**src/hw/rtl/smfd_pkg.sv**
```systemverilog
// Package: constants, types and constant tables of the modulated feedback delay.
package smfd_pkg;

    localparam int ADDR_W    = 17;
    localparam int DEPTH     = 1 << ADDR_W;
    localparam int SMP_W     = 16;
    localparam int MUL_W     = 33;
    localparam int SINE_N    = 1024;
    localparam int SHAPE_N   = 1024;
    localparam int FB_LIMIT  = 62259;
    localparam int UNITY     = 65536;
    // ceil(2^35 / 25), reciprocal for the divide by 25 of the delay scaling
    localparam logic [30:0] RECIP_25 = 31'd1374389535;

    localparam logic [2:0] CFG_WET  = 3'd0;
    localparam logic [2:0] CFG_FB   = 3'd1;
    localparam logic [2:0] CFG_OCT  = 3'd2;
    localparam logic [2:0] CFG_BASE = 3'd3;
    localparam logic [2:0] CFG_STEP = 3'd4;

    typedef logic signed [17:0] t_sine_rom [SINE_N];
    typedef logic signed [SMP_W-1:0] t_shape_rom [SHAPE_N+1];

    function automatic longint unsigned udiv(longint unsigned n, longint unsigned d);
        longint unsigned q;
        longint unsigned r;
        q = 0;
        r = 0;
        for (int i = 63; i >= 0; i--) begin
            r = (r << 1) | ((n >> i) & 64'd1);
            if (r >= d) begin
                r = r - d;
                q = q | (64'd1 << i);
            end
        end
        return q;
    endfunction

    function automatic longint sine_val(longint unsigned k);
        longint unsigned quad;
        longint unsigned t;
        longint unsigned t2;
        longint unsigned inner;
        longint unsigned mid;
        longint unsigned s;
        quad = (k >> 8) & 64'd3;
        t = (k & 64'd255) << 8;
        if (quad[0]) t = 64'd65536 - t;
        t2 = (t * t) >> 16;
        inner = 64'd42184 - ((t2 * 64'd4776) >> 16);
        mid = 64'd102944 - ((t2 * inner) >> 16);
        s = (t * mid) >> 16;
        if (s > 64'd65536) s = 64'd65536;
        return quad[1] ? -longint'(s) : longint'(s);
    endfunction

    function automatic t_sine_rom build_sine();
        t_sine_rom rom;
        for (int i = 0; i < SINE_N; i++) begin
            rom[i] = 18'(sine_val(longint'(i)));
        end
        return rom;
    endfunction

    function automatic longint unsigned tanh_q16(longint unsigned y);
        longint unsigned y2;
        longint unsigned y4;
        longint unsigned y6;
        longint unsigned n;
        longint unsigned d;
        y2 = (y * y) >> 16;
        y4 = (y2 * y2) >> 16;
        y6 = (y4 * y2) >> 16;
        n = (64'd135135 << 16) + 64'd17325 * y2 + 64'd378 * y4 + y6;
        d = (64'd135135 << 16) + 64'd62370 * y2 + 64'd3150 * y4 + 64'd28 * y6;
        return udiv(n * y + (d >> 1), d);
    endfunction

    function automatic longint shape_val(longint unsigned k);
        longint x;
        longint unsigned m;
        longint unsigned ym;
        longint unsigned t;
        longint r;
        x = -longint'(65536) + longint'(udiv(k * 64'd131072, SHAPE_N));
        m = (x < 0) ? longint'(-x) : longint'(x);
        ym = udiv(m * 64'd18 + 64'd5, 64'd10);
        t = tanh_q16(ym);
        r = longint'(((t << (SMP_W - 1)) + 64'd32768) >> 16);
        return (x < 0) ? -r : r;
    endfunction

    function automatic t_shape_rom build_shape();
        t_shape_rom rom;
        for (int i = 0; i <= SHAPE_N; i++) begin
            rom[i] = SMP_W'(shape_val(longint'(i)));
        end
        return rom;
    endfunction

    localparam t_sine_rom  SINE_ROM  = build_sine();
    localparam t_shape_rom SHAPE_ROM = build_shape();

endpackage

```
**src/hw/rtl/smfd_mul.sv**
```systemverilog
// Shared signed multiplier with registered product.
module smfd_mul (
    input  logic                                 i_clk,
    input  logic signed [smfd_pkg::MUL_W-1:0]    i_a,
    input  logic signed [smfd_pkg::MUL_W-1:0]    i_b,
    output logic signed [2*smfd_pkg::MUL_W-1:0]  o_p
);

    logic signed [2*smfd_pkg::MUL_W-1:0] r_p;

    always_ff @(posedge i_clk) begin
        r_p <= i_a * i_b;
    end

    assign o_p = r_p;

endmodule

```
**config.mk**
```make
export PLATFORM = sky130hd
export DESIGN_NAME = smfd_mul
export DESIGN_NICKNAME = d
export VERILOG_FILES = /design/src/hw/rtl/smfd_pkg.sv /design/src/hw/rtl/smfd_mul.sv
export SDC_FILE = /design/constraint.sdc
export NUM_CORES = 2
export LEC_CHECK = 0
export BUFFER_PORTS_ARGS = -buffer_cell sky130_fd_sc_hd__buf_4
export CAP_MARGIN = 20
export CELL_PAD_IN_SITES_DETAIL_PLACEMENT = 0
export CELL_PAD_IN_SITES_GLOBAL_PLACEMENT = 2
export CORE_MARGIN = 5
export CORE_UTILIZATION = 43
export DETAILED_ROUTE_END_ITERATION = 7
export MAX_ROUTING_LAYER = met4
export PLACE_DENSITY = 0.86
export SLEW_MARGIN = 20
export SYNTH_ARGS = -nofsm -noshare
export SYNTH_HDL_FRONTEND = slang
export SYNTH_SLANG_ARGS = --single-unit
```
**constraint.sdc**
```tcl
create_clock -name i_clk -period 9.9 [get_ports i_clk]
set_input_delay 1.98 -clock i_clk [delete_from_list [all_inputs] [get_ports i_clk]]
set_output_delay 1.98 -clock i_clk [all_outputs]
set_load 0.005 [all_outputs]
```
==> flow_summary.yaml <==
die:
  die_h_um: 317.8
  fp.dieW_um: 317.8
  start_util_pct: 43.51
  rows: 112
  ioPinCount: 133
  core_um2: 93610
  die-area_um2: 101000
detailed_routing:
  vias: 28120
  first_pass_iters: 6
  viasPerCell: 5.030
  wire_per_inst_um: 20.86
  postRouteAntennaNets: 0
  drt-initial-drc-count: 1726
  drc: 0
  routed_wl_um: 116600
yosys:
  synth_area_per_cell_um2: 9.390
  synth_area_um2: 40730
  ys_top_cells_by_count: "fa_1 (1145), inv_1 (1131), and2_1 (562)"
  synth_ff_type: "dfxtp_1"
  yosysTopAreaCell: "fa_1"
  ys_ff_latch: 66
  synth_cell_types: 80
  synth-edff-count: 0
  seq_area_frac_synth_pct: 3.244
  yosysMostFrequentCell: "fa_1"
  synthTopCellsByArea: "fa_1 (56%), inv_1 (10%), and2_1 (8.6%)"
  async_flop_share_pct: 0
  syn_inst: 4338
  netlist.area_leader.share_pct: 56.27
  yosys_warnings: 0
  syn_nets: 5767
cells_and_area:
  largest_register_ffs: 66
  nets: 5757
  fin_util_pct: 46.24
  ff_latch_area_um2: 1321
  drive_above_1_share_pct: 5.816
  multi_input_area_um2: 34320
  final_area_um2: 43280
  area_delta_synth_final_pct: 6.257
  fillers: 9182
clocking:
  cts_sinks: 66
  cts-buffers-inserted: 9
  cts_buffer_depth: 2
  ctsRootBufferMaster: "clkbuf_16"
  cts-hold-fix-buffers: 0
  path_clk_slew_ns: 0.08
  cts-resized-gates: 0
  htree_levels: 3
  postCtsSetupBuffers: 0
  cts_tree: "yes"
sta:
  setup_tns_ns: 0
  finalMaxSlewViolations: 0
  setup-violations-final: 0
  worst_pin_slew_ns: 0.5729
  fin_crit_ns: 9.245
  fmax_ghz: 0.1082
  slew_headroom_pct: 61.40
  rsz0062_at_grt: "false"
  fin_crit_sh_pct: 93.38
  hold_viol_final: 0
setup_path:
  cp.arrival_ns: 9.54
  critPathKind: "input pin to flop"
  critPathRequiredTime_ns: 10.20
  cp_max_fo: 21
  cp-start-kind: "input pin"
  endpoint_kind: "flop"
global_routing:
  antenna_found_initial: 6
  grt_pass1_wl_um: 189200
  overflow: 0
  grt_use_total_pct: 24.84
  grt_max_degree: 34
  grt_pass1_vias: 30950
place:
  gp_congestion: 0.9030
  dp_hpwl_um: 98500
  port_buffers: 132
  dpl_cell_area_um2: 42970
hold_path:
  hold_path_class: "input pin to flop"
outcome:
  outcome: "completed"
flow_run:
  cap_violations: 0
## per-layer routing
layer  global-route usage, %  wire length (um)  vias up
li1                        -                 -    12300
met1                   33.43             49410    14930
met2                   40.17             57340      751
met3                   3.699              6712      144
met4                   6.062              3179        0
met5                       -                 0        -
## cell families after synthesis
| group | after synthesis | share of synthesized area (%) |
|---|---|---|
| xor+xnor | 68 | 1.462 |
| fa+ha+maj | 1362 | 62.94 |
| flops | 66 | 3.244 |
| buf+inv | 1352 | 12.51 |
| compound gates | 219 | 4.067 |
| simple gates | 1271 | 15.78 |
## cells in the final DEF (no fill, tap or decap), types with 4 or more instances in the layout
master / n
fa_1: 1145
o21ai_0: 25
nand4_1: 11
xor2_1: 25
o21a_1: 6
a31oi_1: 8
nor2_1: 68
buf_4: 199
a21o_1: 36
a211oi_1: 7
nand3_1: 25
a211o_1: 6
nor3_1: 7
diode_2: 4
o211ai_1: 4
nor2b_1: 5
dfxtp_1: 66
inv_1: 1131
and3_1: 5
o21ai_1: 6
xnor2_1: 43
clkbuf_16: 9
nand2_1: 551
ha_1: 217
a21oi_1: 57
o21bai_1: 11
and2_1: 562
nand2b_1: 12
and4_1: 5
## through the flow
| step | cells | worst slack, ns | hold slack [ns] |
|---|---|---|---|
| 2_1_floorplan | 4338 | 0.6836 | 2.107 |
| 3_3_place_gp | 5571 | 0.3245 | 2.362 |
| 3_5_place_dp | 5571 | 0.3010 | 2.363 |
| 4_1_cts | 5587 | 0.6907 | 2.079 |
| 5_1_grt | 5591 | 0.3828 | 2.107 |
| 6_report | 5591 | 0.6554 | 2.119 |
## final timing paths
path  startpoint       to  slack, ns  cells after the start
max      i_b[10]  o_p[58]       0.66                     24
min       i_b[0]   o_p[0]       2.12                      2
## layout make-up
type	count	area share (%)
antenna	4	0.02313
clock buffer	12	0.5926
clock inverter	4	0.1156
inverter	1131	9.808
multi-input combinational	2920	79.28
sequential	66	3.053
tap	1254	3.625
timing repair buffer	200	3.498
## critical path, stage by stage
cell and delay [ns]:
buf_4 0.19, buf_4 0.33, nand2_1 0.12, fa_1 0.51, fa_1 0.54, fa_1 0.55, inv_1 0.05, fa_1 0.48
fa_1 0.66, fa_1 0.46, fa_1 0.49, inv_1 0.05, fa_1 0.48, inv_1 0.04, ha_1 0.39, a21oi_1 0.43
o21ai_1 0.17, a311o_1 0.36, a31o_1 0.28, a211oi_4 0.25, buf_12 0.16, a21oi_2 0.08, buf_4 0.16, a311oi_1 0.28
Power is not shown: default switching activity piles up to over one toggle a cycle in this logic, so the estimate is an artifact.
